## config.mk

```make
export PLATFORM = sky130hd
export DESIGN_NAME = preemptive_priority_scheduler_flat
export DESIGN_NICKNAME = d
export VERILOG_FILES = /design/src/rtl/pps_pkg.sv /design/src/rtl/pps_in_if.sv /design/src/rtl/pps_out_if.sv /design/src/rtl/preemptive_priority_scheduler.sv /design/src/flat_wrapper.sv
export SDC_FILE = /design/constraint.sdc
export NUM_CORES = 1
export LEC_CHECK = 0
export ABC_AREA = 1
export BUFFER_PORTS_ARGS = -buffer_cell sky130_fd_sc_hd__buf_2
export CORE_MARGIN = 3
export CORE_UTILIZATION = 40
export CTS_CLUSTER_DIAMETER = 150
export DETAILED_ROUTE_END_ITERATION = 6
export PLACE_DENSITY = 0.68
export SLEW_MARGIN = 5
export SYNTH_ARGS = -nofsm -noshare
export SYNTH_HDL_FRONTEND = slang
export SYNTH_SLANG_ARGS = --single-unit
export TNS_END_PERCENT = 100
```

## constraint.sdc

```tcl
create_clock -name clk -period 9.7 [get_ports clk]
set_input_delay 0 -clock clk [delete_from_list [all_inputs] [get_ports clk]]
set_output_delay 0 -clock clk [all_outputs]
set_load 0.01 [all_outputs]
```

## src/rtl/pps_pkg.sv

```systemverilog
// Shared types and constants of the preemptive priority scheduler.
package pps_pkg;

  localparam int SLOTS_DEF  = 16;

  localparam int CMD_W      = 1;
  localparam int SLOT_W     = 4;
  localparam int TIME_W     = 16;
  localparam int PRIO_W     = 8;
  localparam int COUNT_W    = 5;
  localparam int SUM_W      = 20;
  localparam int ACTIVE_W   = 5;

  localparam logic [CMD_W-1:0]   CMD_LOAD  = 1'b0;
  localparam logic [CMD_W-1:0]   CMD_TICK  = 1'b1;

  localparam logic [TIME_W-1:0]  TICK_MAX  = 16'hFFFF;
  localparam logic [SUM_W-1:0]   SUM_MAX   = 20'hFFFFF;
  localparam logic [COUNT_W-1:0] COUNT_MAX = 5'd31;

  // One task slot as held in the slot memory
  typedef struct packed {
    logic [TIME_W-1:0] arrival;
    logic [TIME_W-1:0] burst;
    logic [TIME_W-1:0] remaining;
    logic [PRIO_W-1:0] prio;
  } slot_ent_t;

endpackage

```

## src/rtl/pps_in_if.sv

```systemverilog
// Input channel of the scheduler: load and tick commands.
interface pps_in_if;
  logic                         valid;
  logic                         ready;
  logic [pps_pkg::CMD_W-1:0]    cmd;
  logic [pps_pkg::SLOT_W-1:0]   slot;
  logic [pps_pkg::TIME_W-1:0]   arrival;
  logic [pps_pkg::TIME_W-1:0]   burst;
  logic [pps_pkg::PRIO_W-1:0]   prio;

  modport source (output valid, cmd, slot, arrival, burst, prio, input ready);
  modport sink   (input valid, cmd, slot, arrival, burst, prio, output ready);
endinterface

```

## src/rtl/pps_out_if.sv

```systemverilog
// Result channel of the scheduler: one beat per command.
interface pps_out_if;
  logic                          valid;
  logic                          ready;
  logic                          ran;
  logic [pps_pkg::SLOT_W-1:0]    served_slot;
  logic                          finished;
  logic [pps_pkg::TIME_W-1:0]    wait_ticks;
  logic [pps_pkg::TIME_W-1:0]    turnaround_ticks;
  logic [pps_pkg::COUNT_W-1:0]   done_count;
  logic                          all_done;
  logic [pps_pkg::SUM_W-1:0]     wait_total;
  logic [pps_pkg::SUM_W-1:0]     turnaround_total;

  modport source (output valid, ran, served_slot, finished, wait_ticks, turnaround_ticks,
                  done_count, all_done, wait_total, turnaround_total, input ready);
  modport sink   (input valid, ran, served_slot, finished, wait_ticks, turnaround_ticks,
                  done_count, all_done, wait_total, turnaround_total, output ready);
endinterface

```

## src/rtl/preemptive_priority_scheduler.sv

```systemverilog
// Preemptive priority scheduler: slot memory, scan sequencer and result register.
// Load beat: the accept moves to the response step, which registers the result.
// Tick beat: the scan, execute and sum steps run before the response step; the
//   single read port of the slot memory scans one slot per cycle.
// One command is in flight at a time; a new one is taken while a result waits.
// Synchronous active-low reset clears time, counts, sums, slot valid bits and
//   active_slots; slot memory contents stay undefined until loaded.
module preemptive_priority_scheduler #(
  parameter int SLOTS = pps_pkg::SLOTS_DEF
) (
  input  logic                           clk,
  input  logic                           rst_n,
  pps_in_if.sink                         in_ch,
  pps_out_if.source                      out_ch,
  input  logic                           cfg_we,
  input  logic [pps_pkg::ACTIVE_W-1:0]   cfg_data
);

  localparam int IW = $clog2(SLOTS);
  localparam int AW = $clog2(SLOTS + 1);
  localparam int WW = (AW > pps_pkg::ACTIVE_W) ? AW : pps_pkg::ACTIVE_W;

  localparam logic [2:0] ST_IDLE = 3'd0;
  localparam logic [2:0] ST_SCAN = 3'd1;
  localparam logic [2:0] ST_EXEC = 3'd2;
  localparam logic [2:0] ST_SUM  = 3'd3;
  localparam logic [2:0] ST_RESP = 3'd4;

  localparam int TW = pps_pkg::TIME_W;

  logic [2:0]                      state_r;
  logic [pps_pkg::ACTIVE_W-1:0]    active_r;
  logic [TW-1:0]                   now_tick_r;
  logic [pps_pkg::COUNT_W-1:0]     completed_r;
  logic [pps_pkg::SUM_W-1:0]       wait_sum_r;
  logic [pps_pkg::SUM_W-1:0]       tat_sum_r;
  logic [SLOTS-1:0]                valid_r;

  // slot memory and its registered read port
  pps_pkg::slot_ent_t              mem [SLOTS];
  pps_pkg::slot_ent_t              rd_ent_r;
  logic                            mem_we;
  logic [IW-1:0]                   mem_waddr;
  pps_pkg::slot_ent_t              mem_wdata;
  logic [IW-1:0]                   mem_raddr;

  // scan sequencer
  logic [IW:0]                     scan_idx_r;
  logic [IW-1:0]                   rd_idx_r;
  logic                            rd_vld_r;
  logic                            found_r;
  logic [IW-1:0]                   best_idx_r;
  pps_pkg::slot_ent_t              best_ent_r;

  // per-command result
  logic                            res_ran_r;
  logic [pps_pkg::SLOT_W-1:0]      res_slot_r;
  logic                            res_fin_r;
  logic [TW-1:0]                   res_wt_r;
  logic [TW-1:0]                   res_tat_r;

  // output register
  logic                            out_valid_r;
  logic                            out_ran_r;
  logic [pps_pkg::SLOT_W-1:0]      out_slot_r;
  logic                            out_fin_r;
  logic [TW-1:0]                   out_wt_r;
  logic [TW-1:0]                   out_tat_r;
  logic [pps_pkg::COUNT_W-1:0]     out_done_r;
  logic                            out_all_r;
  logic [pps_pkg::SUM_W-1:0]       out_wsum_r;
  logic [pps_pkg::SUM_W-1:0]       out_tsum_r;

  logic                            in_acc;
  logic                            out_free;
  logic [WW-1:0]                   eff_active;
  logic                            load_ok;
  logic                            rd_ready;
  logic                            rd_better;
  logic [TW:0]                     full_nxt;
  logic [TW:0]                     wdiff_nxt;
  logic [TW-1:0]                   tat_nxt;
  logic [TW-1:0]                   wt_nxt;
  logic                            fin_nxt;
  logic [pps_pkg::SUM_W:0]         wsum_add;
  logic [pps_pkg::SUM_W:0]         tsum_add;

  assign in_ch.ready = (state_r == ST_IDLE);
  assign in_acc      = in_ch.valid && in_ch.ready;
  assign out_free    = !out_valid_r || out_ch.ready;

  // clamp active_slots to the table size
  assign eff_active = (WW'(active_r) > WW'(SLOTS)) ? WW'(SLOTS) : WW'(active_r);
  assign load_ok    = (32'(in_ch.slot) < SLOTS);

  // judge the slot read back in this cycle
  assign rd_ready  = rd_vld_r && valid_r[rd_idx_r] && (WW'(rd_idx_r) < eff_active) &&
                     (rd_ent_r.arrival <= now_tick_r) && (rd_ent_r.remaining != '0);
  assign rd_better = !found_r || (rd_ent_r.prio < best_ent_r.prio);

  // completion times of the chosen slot
  assign fin_nxt   = found_r && (best_ent_r.remaining == TW'(1));
  assign full_nxt  = {1'b0, now_tick_r} + (TW+1)'(1) - {1'b0, best_ent_r.arrival};
  assign wdiff_nxt = (full_nxt > {1'b0, best_ent_r.burst}) ?
                     (full_nxt - {1'b0, best_ent_r.burst}) : '0;
  assign tat_nxt   = full_nxt[TW] ? pps_pkg::TICK_MAX : full_nxt[TW-1:0];
  assign wt_nxt    = wdiff_nxt[TW] ? pps_pkg::TICK_MAX : wdiff_nxt[TW-1:0];

  assign wsum_add  = {1'b0, wait_sum_r} + (pps_pkg::SUM_W+1)'(res_wt_r);
  assign tsum_add  = {1'b0, tat_sum_r}  + (pps_pkg::SUM_W+1)'(res_tat_r);

  // memory write: load beat in idle, remaining-time write-back after the scan
  always_comb begin
    mem_we    = 1'b0;
    mem_waddr = IW'(in_ch.slot);
    mem_wdata.arrival   = in_ch.arrival;
    mem_wdata.burst     = in_ch.burst;
    mem_wdata.remaining = in_ch.burst;
    mem_wdata.prio      = in_ch.prio;
    if (state_r == ST_IDLE) begin
      mem_we = in_acc && (in_ch.cmd == pps_pkg::CMD_LOAD) && load_ok;
    end else if (state_r == ST_EXEC) begin
      mem_we    = found_r;
      mem_waddr = best_idx_r;
      mem_wdata = best_ent_r;
      mem_wdata.remaining = best_ent_r.remaining - TW'(1);
    end
  end

  assign mem_raddr = scan_idx_r[IW-1:0];

  // slot memory
  always_ff @(posedge clk) begin
    if (mem_we) begin
      mem[mem_waddr] <= mem_wdata;
    end
    rd_ent_r <= mem[mem_raddr];
  end

  // configuration register
  always_ff @(posedge clk) begin
    if (!rst_n) begin
      active_r <= '0;
    end else if (cfg_we) begin
      active_r <= cfg_data;
    end
  end

  // sequencer and running state
  always_ff @(posedge clk) begin
    if (!rst_n) begin
      state_r     <= ST_IDLE;
      now_tick_r  <= '0;
      completed_r <= '0;
      wait_sum_r  <= '0;
      tat_sum_r   <= '0;
      valid_r     <= '0;
      rd_vld_r    <= 1'b0;
      found_r     <= 1'b0;
      scan_idx_r  <= '0;
    end else begin
      case (state_r)
        ST_IDLE: begin
          if (in_acc) begin
            if (in_ch.cmd == pps_pkg::CMD_LOAD) begin
              if (load_ok) begin
                valid_r[IW'(in_ch.slot)] <= 1'b1;
              end
              res_ran_r  <= 1'b0;
              res_slot_r <= '0;
              res_fin_r  <= 1'b0;
              res_wt_r   <= '0;
              res_tat_r  <= '0;
              state_r    <= ST_RESP;
            end else begin
              scan_idx_r <= '0;
              rd_vld_r   <= 1'b0;
              found_r    <= 1'b0;
              state_r    <= ST_SCAN;
            end
          end
        end
        ST_SCAN: begin
          // issue one read per cycle, judge the previous one
          rd_idx_r <= scan_idx_r[IW-1:0];
          rd_vld_r <= (scan_idx_r < (IW+1)'(SLOTS));
          if (rd_ready && rd_better) begin
            found_r    <= 1'b1;
            best_idx_r <= rd_idx_r;
            best_ent_r <= rd_ent_r;
          end
          if (scan_idx_r == (IW+1)'(SLOTS)) begin
            state_r <= ST_EXEC;
          end else begin
            scan_idx_r <= scan_idx_r + (IW+1)'(1);
          end
        end
        ST_EXEC: begin
          rd_vld_r   <= 1'b0;
          res_ran_r  <= found_r;
          res_slot_r <= found_r ? pps_pkg::SLOT_W'(best_idx_r) : '0;
          res_fin_r  <= fin_nxt;
          res_wt_r   <= fin_nxt ? wt_nxt : '0;
          res_tat_r  <= fin_nxt ? tat_nxt : '0;
          state_r    <= ST_SUM;
        end
        ST_SUM: begin
          // fold a completion into the totals, advance time
          if (res_fin_r) begin
            if (completed_r != pps_pkg::COUNT_MAX) begin
              completed_r <= completed_r + pps_pkg::COUNT_W'(1);
            end
            wait_sum_r <= (wsum_add > {1'b0, pps_pkg::SUM_MAX}) ?
                          pps_pkg::SUM_MAX : wsum_add[pps_pkg::SUM_W-1:0];
            tat_sum_r  <= (tsum_add > {1'b0, pps_pkg::SUM_MAX}) ?
                          pps_pkg::SUM_MAX : tsum_add[pps_pkg::SUM_W-1:0];
          end
          if (now_tick_r != pps_pkg::TICK_MAX) begin
            now_tick_r <= now_tick_r + TW'(1);
          end
          state_r <= ST_RESP;
        end
        ST_RESP: begin
          if (out_free) begin
            state_r <= ST_IDLE;
          end
        end
        default: begin
          state_r <= ST_IDLE;
        end
      endcase
    end
  end

  // output register: hold the beat until taken
  always_ff @(posedge clk) begin
    if (!rst_n) begin
      out_valid_r <= 1'b0;
    end else if (state_r == ST_RESP && out_free) begin
      out_valid_r <= 1'b1;
    end else if (out_ch.ready) begin
      out_valid_r <= 1'b0;
    end
  end

  always_ff @(posedge clk) begin
    if (state_r == ST_RESP && out_free) begin
      out_ran_r  <= res_ran_r;
      out_slot_r <= res_slot_r;
      out_fin_r  <= res_fin_r;
      out_wt_r   <= res_wt_r;
      out_tat_r  <= res_tat_r;
      out_done_r <= completed_r;
      out_all_r  <= (WW'(completed_r) == eff_active);
      out_wsum_r <= wait_sum_r;
      out_tsum_r <= tat_sum_r;
    end
  end

  assign out_ch.valid            = out_valid_r;
  assign out_ch.ran              = out_ran_r;
  assign out_ch.served_slot      = out_slot_r;
  assign out_ch.finished         = out_fin_r;
  assign out_ch.wait_ticks       = out_wt_r;
  assign out_ch.turnaround_ticks = out_tat_r;
  assign out_ch.done_count       = out_done_r;
  assign out_ch.all_done         = out_all_r;
  assign out_ch.wait_total       = out_wsum_r;
  assign out_ch.turnaround_total = out_tsum_r;

  // a result beat only appears after the response step
  a_out_from_resp: assert property (@(posedge clk) disable iff (!rst_n)
    $rose(out_valid_r) |-> $past(state_r) == ST_RESP)
    else $error("result beat raised outside the response step");

  // a completion is always a served tick
  a_fin_ran: assert property (@(posedge clk) disable iff (!rst_n)
    out_valid_r |-> (!out_fin_r || out_ran_r))
    else $error("finished without a served slot");

  // the completion count never falls outside reset
  a_done_mono: assert property (@(posedge clk) disable iff (!rst_n)
    $past(rst_n) |-> completed_r >= $past(completed_r))
    else $error("completion count decreased");

  // the scan counter never runs past the table
  a_scan_bound: assert property (@(posedge clk) disable iff (!rst_n)
    state_r == ST_SCAN |-> scan_idx_r <= (IW+1)'(SLOTS))
    else $error("scan index beyond slot table");

endmodule
```

## src/flat_wrapper.sv

```systemverilog
// flat-port wrapper written by rule: the top's interface ports become plain ports
module preemptive_priority_scheduler_flat 
#(
  parameter int SLOTS = pps_pkg::SLOTS_DEF
)
  (clk, rst_n, cfg_we, cfg_data, in_ch_valid, in_ch_cmd, in_ch_slot, in_ch_arrival, in_ch_burst, in_ch_prio, in_ch_ready, out_ch_valid, out_ch_ran, out_ch_served_slot, out_ch_finished, out_ch_wait_ticks, out_ch_turnaround_ticks, out_ch_done_count, out_ch_all_done, out_ch_wait_total, out_ch_turnaround_total, out_ch_ready);
  pps_in_if in_ch_i ();
  pps_out_if out_ch_i ();
  input  logic clk;
  input  logic rst_n;
  input  logic cfg_we;
  input  logic [pps_pkg::ACTIVE_W-1:0] cfg_data;
  input wire logic [$bits(in_ch_i.valid)-1:0] in_ch_valid;
  input wire logic [$bits(in_ch_i.cmd)-1:0] in_ch_cmd;
  input wire logic [$bits(in_ch_i.slot)-1:0] in_ch_slot;
  input wire logic [$bits(in_ch_i.arrival)-1:0] in_ch_arrival;
  input wire logic [$bits(in_ch_i.burst)-1:0] in_ch_burst;
  input wire logic [$bits(in_ch_i.prio)-1:0] in_ch_prio;
  output wire logic [$bits(in_ch_i.ready)-1:0] in_ch_ready;
  output wire logic [$bits(out_ch_i.valid)-1:0] out_ch_valid;
  output wire logic [$bits(out_ch_i.ran)-1:0] out_ch_ran;
  output wire logic [$bits(out_ch_i.served_slot)-1:0] out_ch_served_slot;
  output wire logic [$bits(out_ch_i.finished)-1:0] out_ch_finished;
  output wire logic [$bits(out_ch_i.wait_ticks)-1:0] out_ch_wait_ticks;
  output wire logic [$bits(out_ch_i.turnaround_ticks)-1:0] out_ch_turnaround_ticks;
  output wire logic [$bits(out_ch_i.done_count)-1:0] out_ch_done_count;
  output wire logic [$bits(out_ch_i.all_done)-1:0] out_ch_all_done;
  output wire logic [$bits(out_ch_i.wait_total)-1:0] out_ch_wait_total;
  output wire logic [$bits(out_ch_i.turnaround_total)-1:0] out_ch_turnaround_total;
  input wire logic [$bits(out_ch_i.ready)-1:0] out_ch_ready;
  assign in_ch_i.valid = in_ch_valid;
  assign in_ch_i.cmd = in_ch_cmd;
  assign in_ch_i.slot = in_ch_slot;
  assign in_ch_i.arrival = in_ch_arrival;
  assign in_ch_i.burst = in_ch_burst;
  assign in_ch_i.prio = in_ch_prio;
  assign in_ch_ready = in_ch_i.ready;
  assign out_ch_valid = out_ch_i.valid;
  assign out_ch_ran = out_ch_i.ran;
  assign out_ch_served_slot = out_ch_i.served_slot;
  assign out_ch_finished = out_ch_i.finished;
  assign out_ch_wait_ticks = out_ch_i.wait_ticks;
  assign out_ch_turnaround_ticks = out_ch_i.turnaround_ticks;
  assign out_ch_done_count = out_ch_i.done_count;
  assign out_ch_all_done = out_ch_i.all_done;
  assign out_ch_wait_total = out_ch_i.wait_total;
  assign out_ch_turnaround_total = out_ch_i.turnaround_total;
  assign out_ch_i.ready = out_ch_ready;
  preemptive_priority_scheduler #(.SLOTS(SLOTS)) u_core (.clk(clk), .rst_n(rst_n), .in_ch(in_ch_i), .out_ch(out_ch_i), .cfg_we(cfg_we), .cfg_data(cfg_data));
endmodule
```

* After elaboration in Yosys (flattened, before gate mapping)
Memory sizes are Yosys's and may differ from the RTL's. A register that Yosys moved wholly into a read port is not among the register bits.
Cells that the tools add are included.
** Cells by class
- Add/sub/neg operators :: 9
- $lt $le $gt $ge :: 11
- Eq/ne operators :: 16
- Mux-type cells :: 48
- Bitwise logic cells :: 2
- Reduce and logical (&&, ||, !) cells :: 31
** Operator list (number)
- $mux W56 :: 2
- $mux W16 :: 6
- $pmux W16 S2 :: 2
- $add A20 B16 Y21 :: 2
- $gt A21 B20 Y1 const B :: 2
- $mux W20 :: 2
- $sub A17 B16 Y17 :: 2
- $mux W4 :: 5
- $mux W5 :: 4
- $add A16 B1 Y17 const B :: 1
- $gt A17 B16 Y1 :: 1
- $mux W17 :: 1
- $add A16 B1 Y16 const B :: 1
- $eq A16 B1 Y1 const B :: 1
- $le A16 B16 Y1 :: 1
- $ne A16 B16 Y1 const B :: 1
- $or A16 B16 Y16 :: 1
- $reduce_bool A16 Y1 :: 1
- $sub A16 B1 Y16 const B :: 1
- $pmux W3 S5 :: 1
- $reduce_and A3 Y1 :: 5
- $mux W1 :: 13
- $mux W3 :: 4
- $reduce_and A4 Y1 :: 3
- other kinds (29) :: 54
** Storage, ports and cells
- Flip-flop bits (word level) :: 279
- RAM bits :: 896
- Bits of input ports :: 55
- Output and inout port bits :: 86
- Word-level logic and storage cells :: 149
- Memories kept :: 1
** Memory list
- u_core.mem :: depth 16, bits a word 56, read ports 1, clocked after memory_dff 1, wr ports 1, RTL line preemptive_priority_scheduler.sv:40 : pps_pkg::slot_ent_t mem [SLOTS];

* Longest topological paths before layout
Gate-level depths: netlist of run 1.
- Word-level depth :: 9
- Depth in mapped cells :: 26
- Mapped depth without buffers :: 25

* Worst setup path before layout of run 1
OpenSTA, ideal clock, no wires.
- Path type :: reg-to-reg
- Start point :: reg u_core.state_r[0]
- End point :: reg u_core.out_all_r, in the netlist u_core.out_ch.all_done (enable)
- Arrival time :: 8459 ps
- Path slack :: 507 ps
- Stages on the path, launching flop included :: 2
- Path buffers :: 0
- Path through :: dfxtp_1 -> nor4_1
** On the way
- Word-level cells in the longest chain between the ends :: 2
** RTL lines
- start: declaration :: RTL line preemptive_priority_scheduler.sv:31 : logic [2:0] state_r;
- start signal: assignment :: RTL line preemptive_priority_scheduler.sv:152 : state_r <= ST_IDLE;
- start signal: assignment :: RTL line preemptive_priority_scheduler.sv:174 : state_r <= ST_RESP;
- start signal: assignment :: RTL line preemptive_priority_scheduler.sv:179 : state_r <= ST_SCAN;
- $eq A3 B3 Y1 :: RTL line preemptive_priority_scheduler.sv:247 : if (state_r == ST_RESP && out_free) begin
- $logic_and A1 B1 Y1 :: RTL line preemptive_priority_scheduler.sv:247
- end signal: assignment :: RTL line preemptive_priority_scheduler.sv:254 : out_all_r <= (WW'(completed_r) == eff_active);
- end: declaration :: RTL line preemptive_priority_scheduler.sv:70 : logic out_all_r;
Every way passes these cells.
A chain may end at the register's enable or synchronous reset.

* Final worst setup path of run 1
- Start point :: reg u_core.now_tick_r[1]
- End point :: reg u_core.res_wt_r[15], data pin
** On the way
- Word-level cells in the longest chain between the ends :: 7
** RTL lines
- start: declaration :: RTL line preemptive_priority_scheduler.sv:33 : logic [TW-1:0] now_tick_r;
- start signal: assignment :: RTL line preemptive_priority_scheduler.sv:219 : now_tick_r <= now_tick_r + TW'(1);
- $add A16 B1 Y17 * :: RTL line preemptive_priority_scheduler.sv:103 : assign full_nxt = {1'b0, now_tick_r} + (TW+1)'(1) - {1'b0, best_ent_r.arrival};
- $sub A17 B16 Y17 * :: RTL line preemptive_priority_scheduler.sv:103
- $sub A17 B16 Y17 / $gt A17 B16 Y1 (equally long branches) :: RTL line preemptive_priority_scheduler.sv:105, preemptive_priority_scheduler.sv:104
- $mux W17 * :: RTL line preemptive_priority_scheduler.sv:104 : assign wdiff_nxt = (full_nxt > {1'b0, best_ent_r.burst}) ?
- $mux W16 * :: RTL line preemptive_priority_scheduler.sv:107 : assign wt_nxt = wdiff_nxt[TW] ? pps_pkg::TICK_MAX : wdiff_nxt[TW-1:0];
- $mux W16 * :: RTL line preemptive_priority_scheduler.sv:203 : res_wt_r <= fin_nxt ? wt_nxt : '0;
- $pmux W16 S2 * :: RTL line preemptive_priority_scheduler.sv:162 : case (state_r)
- end signal: assignment :: RTL line preemptive_priority_scheduler.sv:203
- end: declaration :: RTL line preemptive_priority_scheduler.sv:59 : logic [TW-1:0] res_wt_r;
Mark *: on every way between the ends. The rest lies on a longest branch, timed or not.

==> results.cfg, run 1 <==
[clocking]
clock_sink_count = 1231
cts_root_buffer = clkbuf_16
hold_buffers = 53
clock_path_buffers = 3
cts_tree = done
ctsHtreeMaxLevel = 3
clock_buffer_count_from_cts = 120
post_cts.repair.setup_buffers = 0
clk_transition_reported_paths_ps = 60
cts_resized = 0
insertion_delay_ps = 720

[finish]
fin_area_sq_mm = 0.0580
post_route_cells_drive_above_1_share_pct = 11.1
final_util_pct = 46.6
fin_nets = 4584
flow.area_growth_from_synthesis_pct = 14.6

[sta]
fin_skew_ps = 34.8
period_minus_slack_ps = 4420
highest_achievable_clock_rate_ghz = 0.226
max_slew_margin_pct = 19.3
rsz0062_at_grt = no
setup_total_negative_slack_ps = 0
setup_violations = 0
fin_max_slew_vios = 0
hold_viol = 0
max_slew.worst_pin.slew_ps = 1210
period_utilization_pct = 45.6

[place]
dpl-instance-area_sq_mm = 0.0533
dp_hpwl_mm = 73.4
port_buffers = 140
place_congestion = 0.881

[yosys]
syn-instance-count = 4223
yosys.area.top_type_share_pct = 64.2
synth.area.top_cells = edfxtp_1 (64%), dfxtp_1 (5.9%), o21ai_0 (5.9%)
synthesis.area_per_instance_sq_um = 12.0
synth_cell_types = 58
synth_most_common_cell = edfxtp_1
ys_seq_elements = 1231
synth_enable_flop_cells = 1082
async_reset_ff_share_pct = 0
synth_ff_type = edfxtp_1
postSynthNetCount = 4394
seq_area_frac_synth_pct = 70.1
post_synth_most_frequent_cells = edfxtp_1 (1082), nor2_1 (605), o21ai_0 (596), nand2_1 (453), inv_1 (234)
synth_largest_area_cell = edfxtp_1
synth_warnings = 0
post_synth_instance_area_sq_mm = 0.0506

[power]
sequentialPowerShare_pct = 49.9
cellInternalPower_uw = 9240
clock_power_share_pct = 39.4
p_per_area_mw_per_mm2 = 212
vdd.ir_drop.worst_v = 0.000173
share_comb_of_total_power_pct = 10.8
sw_frac_of_total_pct = 24.8
power_leakage_uw = 0.0206
power_switching_uw = 3040
total_power_uw = 12300

[setup_path]
type_of_origin_of_the_critical_path = flop
setup.worst_path.class = reg2reg
arrival_ps = 4850
cp_endpoint_kind = flop
critical_path_rt_ps = 10130
cp_max_fo = 16

[drt]
routed_via_density = 5.52
drcViolationCount = 0
route.final.wire_length_mm = 130
detailedRoute.firstPassIterationCount = 6
wl_per_cell_microns = 21.1
route.antenna.remaining_nets = 0
vias = 34000
violation_count_after_the_first_detailed_routing_iteration = 3846

[grt]
grt_antenna_before_repair = 8
grt_pass1_vias = 32400
grt_overflow_total = 0
wire_length_of_the_first_global_routing_pass_mm = 195
groute.usage.overall_pct = 19.3
grt_start_max_net_pins = 223

[status]
outcome = completed

[floorplanning]
initial_utilization_pct = 40.6
coreArea_sq_mm = 0.125
row_count = 129
dieArea_sq_mm = 0.131
height_of_the_die_microns = 362
dieWidth_microns = 362
io_pins = 141

[hold_path]
min-delay-path-class = in2reg

[job]
timing.max_cap.violations = 0
==> power groups by stage <==
| stage | clock (uW) | combinational [uW] | sequential (uW) |
|---|---|---|---|
| 2_1_floorplan | 0 | 889 | 6210 |
| 3_3_place_gp | 0 | 1260 | 6230 |
| 3_5_place_dp | 0 | 1290 | 6230 |
| 4_1_cts | 4890 | 1320 | 6120 |
| 5_1_grt | 5120 | 1470 | 6140 |
| 6_report | 4840 | 1320 | 6130 |
==> final timing paths <==
check / start / endpoint / slack (ps) / depth (start not counted)
hold reg to reg: u_core.rd_ent_r[34] / u_core.best_ent_r[34] / 400 / 0
setup reg to reg: u_core.now_tick_r[1] / u_core.res_wt_r[15] / 5280 / 24
setup / recovery: u_core.now_tick_r[1] / u_core.res_wt_r[15] / 5280 / 24
hold / removal: in_ch_burst[5] / u_core.mem[12][29] / 40 / 4
==> flip-flops by register name, indices dropped and copies added (netlist names), 20 cells and up <==
signal / cells
u_core.mem: 896
u_core.tat_sum_r: 20
u_core.out_ch.turnaround_total: 20
u_core.wait_sum_r: 20
u_core.best_ent_r: 56
u_core.rd_ent_r: 56
u_core.out_ch.wait_total: 20
==> per-layer routing <==
metal | part of all wire (%) | track usage [%] | vias up
met5 | 0.032 | 0 | -
met4 | 2.4 | 5.47 | 6
met3 | 8.1 | 3.41 | 232
met2 | 47 | 31.5 | 1457
met1 | 42 | 26.4 | 16700
li1 | - | - | 15700
==> layout make-up <==
| class | instances | area, sq um |
|---|---|---|
| multi-input combinational | 2538 | 13500 |
| antenna | 4 | 10.0 |
| sequential | 1231 | 35500 |
| tap | 1637 | 2050 |
| clock buffer | 156 | 3210 |
| inverter | 245 | 940 |
| fill | 11000 | 66600 |
| timing repair buffer | 277 | 1870 |
| clock inverter | 71 | 937 |
==> worst max-delay path, cell delays in order, from the launching register on <==
cell and delay (ps):
dfxtp_1 350, inv_1 80, ha_1 270, inv_1 50, ha_1 150, inv_1 60, fa_1 460, inv_1 80
nand3_1 60, nand2_1 150, a21oi_1 130, o21ai_0 290, a21boi_0 170, xor2_1 200, inv_1 60, ha_1 350
a21o_1 180, o21bai_1 180, nand2_1 80, nand2_1 60, a21oi_2 190, nand3b_1 210, nand2_4 170, nor2_1 130
nor2_1 40
==> cell families (layout without fill, tap and decap cells) <==
| logic type | after synthesis | in the layout | synth area share (%) |
|---|---|---|---|
| flops | 1231 | 1231 | 70.1 |
| xor+xnor | 54 | 54 | 0.934 |
| compound gates | 1051 | 1051 | 11.8 |
| buf+inv | 454 | 749 | 3.50 |
| fa+ha+maj | 116 | 116 | 2.93 |
| other cells | 0 | 4 | 0 |
| simple gates | 1317 | 1317 | 10.7 |
==> per-stage QoR <==
step | setup slack (ps) | hold slack [ps] | cells
floorplan | 507 | 135 | 4223
global route | 4920 | 5.38 | 6155
finish | 5280 | 41.6 | 6159
CTS | 5320 | 6.84 | 6155
global placement | 5370 | 236 | 5875
detailed placement | 5340 | 252 | 5875
==> cell usage in the layout (no fill, tap or decap), drive strengths merged, types with 5 or more instances in the layout <==
cell type	synthesis	final
clkinv	3	45
nand2	466	466
a21boi	6	6
clkbuf	172	156
nor3	29	29
inv	242	247
xor2	34	34
bufinv	0	19
nand3	158	158
o221ai	92	92
nor4	5	5
ha	112	112
o21a	11	11
dfxtp	149	149
o21bai	10	10
a21oi	148	148
a21o	12	12
edfxtp	1082	1082
xnor2	20	20
o22ai	134	134
nor2	631	631
or2	5	5
nand4	11	11
a31oi	8	8
buf	37	224
clkinvlp	0	5
o211ai	21	21
nand3b	6	6
dlygate4sd3	0	53
o21ai	600	600
Power figures use the tool's default switching activity.
==> run 2: changes to the inputs <==
Settings changed: ABC_AREA 1 to 0.
Clock period 9.7 ns to 3.6 ns, I/O delays scaled along.
==> results.cfg, run 2 <==
[drt]
wl_per_cell_microns = 23.2
drcViolationCount = 0
vias = 26400
route.antenna.remaining_nets = 0
violation_count_after_the_first_detailed_routing_iteration = 2513
routed_via_density = 5.39
detailedRoute.firstPassIterationCount = 6
route.final.wire_length_mm = 114

[yosys]
syn-instance-count = 2711
postSynthNetCount = 2882
synthesis.area_per_instance_sq_um = 18.2
synth_largest_area_cell = edfxtp_1
async_reset_ff_share_pct = 0
seq_area_frac_synth_pct = 71.8
yosys.area.top_type_share_pct = 65.8
synth_most_common_cell = edfxtp_1
post_synth_instance_area_sq_mm = 0.0494
synth_ff_type = edfxtp_1
synth.area.top_cells = edfxtp_1 (66%), mux4_2 (13%), dfxtp_1 (6.0%)
ys_seq_elements = 1231
post_synth_most_frequent_cells = edfxtp_1 (1082), mux4_2 (285), dfxtp_1 (149), nor2_1 (141), o21ai_0 (118)
synth_warnings = 0
synth_enable_flop_cells = 1082
synth_cell_types = 76

[power]
vdd.ir_drop.worst_v = 0.000385
power_leakage_uw = 0.0199
p_per_area_mw_per_mm2 = 498

[sta]
setup_violations = 16
fin_skew_ps = 34.9
period_utilization_pct = 125
hold_viol = 0
period_minus_slack_ps = 4480
highest_achievable_clock_rate_ghz = 0.223
max_slew_margin_pct = 31.0
fin_max_slew_vios = 0
layout_setup_ws_ps = -885
rsz0062_at_grt = yes
max_slew.worst_pin.slew_ps = 1030
setup_total_negative_slack_ps = -13880

[floorplanning]
io_pins = 141
dieArea_sq_mm = 0.128
dieWidth_microns = 357
initial_utilization_pct = 40.4
row_count = 128
height_of_the_die_microns = 357
coreArea_sq_mm = 0.122

[finish]
largest_register_ff_count = 896
fin_nets = 3345
diodes = 0
multi_input_comb_area_sq_mm = 0.0134
ff_latch_area_sq_mm = 0.0355
post_route_cells_drive_above_1_share_pct = 28.4
flow.area_growth_from_synthesis_pct = 19.3
fillers = 9941
final_cell_mix = edfxtp_1 (1082), mux4_2 (285), buf_4 (213), dfxtp_1 (143), buf_2 (140)
top_regs = u_core.mem x896, u_core.best_ent_r x56, u_core.rd_ent_r x56
mostFrequentLayoutCell = edfxtp_1
fin_area_sq_mm = 0.0590
largest_register = u_core.mem

[grt]
grt_pass1_vias = 26400
grt.met3_usage_pct = 2.84
grt_use_met1_pct = 24.6
groute.usage.overall_pct = 17.8
grt_overflow_total = 0
grt_start_max_net_pins = 85
grt.busiest_layer = met2
grt_antenna_before_repair = 6
grt.met2_usage_pct = 29.5
wire_length_of_the_first_global_routing_pass_mm = 170

[setup_path]
arrival_ps = 4900
cp_endpoint_kind = flop
critical_path_rt_ps = 4020
cp_max_fo = 16
type_of_origin_of_the_critical_path = flop
setup.worst_path.class = reg2reg

[place]
dp_hpwl_mm = 69.7
place_worst_setup_slack_ps = -916
port_buffers = 140
place_congestion = 0.828
dpl-instance-area_sq_mm = 0.0544

[job]
timing.max_cap.violations = 0

[clocking]
clock_buffer_count_from_cts = 118
cts_tree = done
clk_transition_reported_paths_ps = 60
insertion_delay_ps = 720
ctsHtreeMaxLevel = 3
post_cts.repair.setup_buffers = 0
cts_root_buffer = clkbuf_16
clock_sink_count = 1231
clock_path_buffers = 3

[hold_path]
min-delay-path-class = in2reg

[status]
outcome = complete, but fails checks
violations_in_the_final_reports = setup timing
## run 2: stage by stage
stage	power [uW]	std cells	hold slack (ps)	utilization (%)
finish	29400	4900	76.0	48.2
CTS	29600	4900	17.7	48.2
global placement	17100	4620	243	44.5
global route	30300	4900	89.4	48.2
detailed placement	17100	4620	246	44.5
floorplan	16700	2711	147	-
## run 2: area by class of cell
class                   instances  area share [%]
clock buffers                 172            5.69
clock inverters                49            1.04
inverters                     104           0.662
multi-input cells            1266            22.7
flip-flops and latches       1231            60.2
well taps                    1625            3.45
repair buffers                453            6.29
## run 2: logic make-up after synthesis
kind of cell	after synthesis	share of synthesized area, %
AO/OA/AOI/OAI	371	4.93
XOR/XNOR	82	1.45
adder cells (fa/ha/maj)	116	3.00
buffers and inverters	214	1.67
flip-flops	1231	71.8
multiplexers	292	13.1
AND/OR/NAND/NOR	405	4.02
## run 2: routing by layer
layer	up-vias	share of wire, %
met1	13400	41
met4	2	2.5
met2	1006	49
met5	-	0.011
li1	11800	-
met3	187	7.3
## run 2: repair_timing
action	4_1_cts	5_1_grt
gates resized for setup	3	3
hold endpoints to repair	674	0
setup endpoints to repair	16	17
hold buffers	59	0
pin swaps	1	0
cloned	0	0
## run 2: worst paths after layout
kind	slack, ps	end	startpoint	cells after the start
max reg2reg	-880	u_core.res_wt_r[0]	u_core.best_ent_r[41]	20
min	80	u_core.mem[1][20]	in_ch_burst[12]	4
min reg2reg	410	u_core.best_ent_r[33]	u_core.rd_ent_r[33]	0
max	-880	u_core.res_wt_r[0]	u_core.best_ent_r[41]	20
## run 2: report_power, final
part / internal (uW) / switching (uW)
sequential: 15700 / 81.6
combinational: 511 / 594
clock: 7270 / 5260
## run 2: worst max-delay path, stage by stage, from the launching register on
cell	delay (ps)
edfxtp_1	390
ha_1	290
inv_1	60
ha_2	180
inv_2	40
fa_2	340
nor2b_2	130
o21ai_2	70
a21boi_2	230
o41ai_4	120
o221a_2	300
o21a_1	220
or4_4	540
nand2_4	80
ha_4	210
a21oi_2	140
o21ai_2	100
o211a_1	150
nor4_4	320
buf_12	200
a211oi_1	90
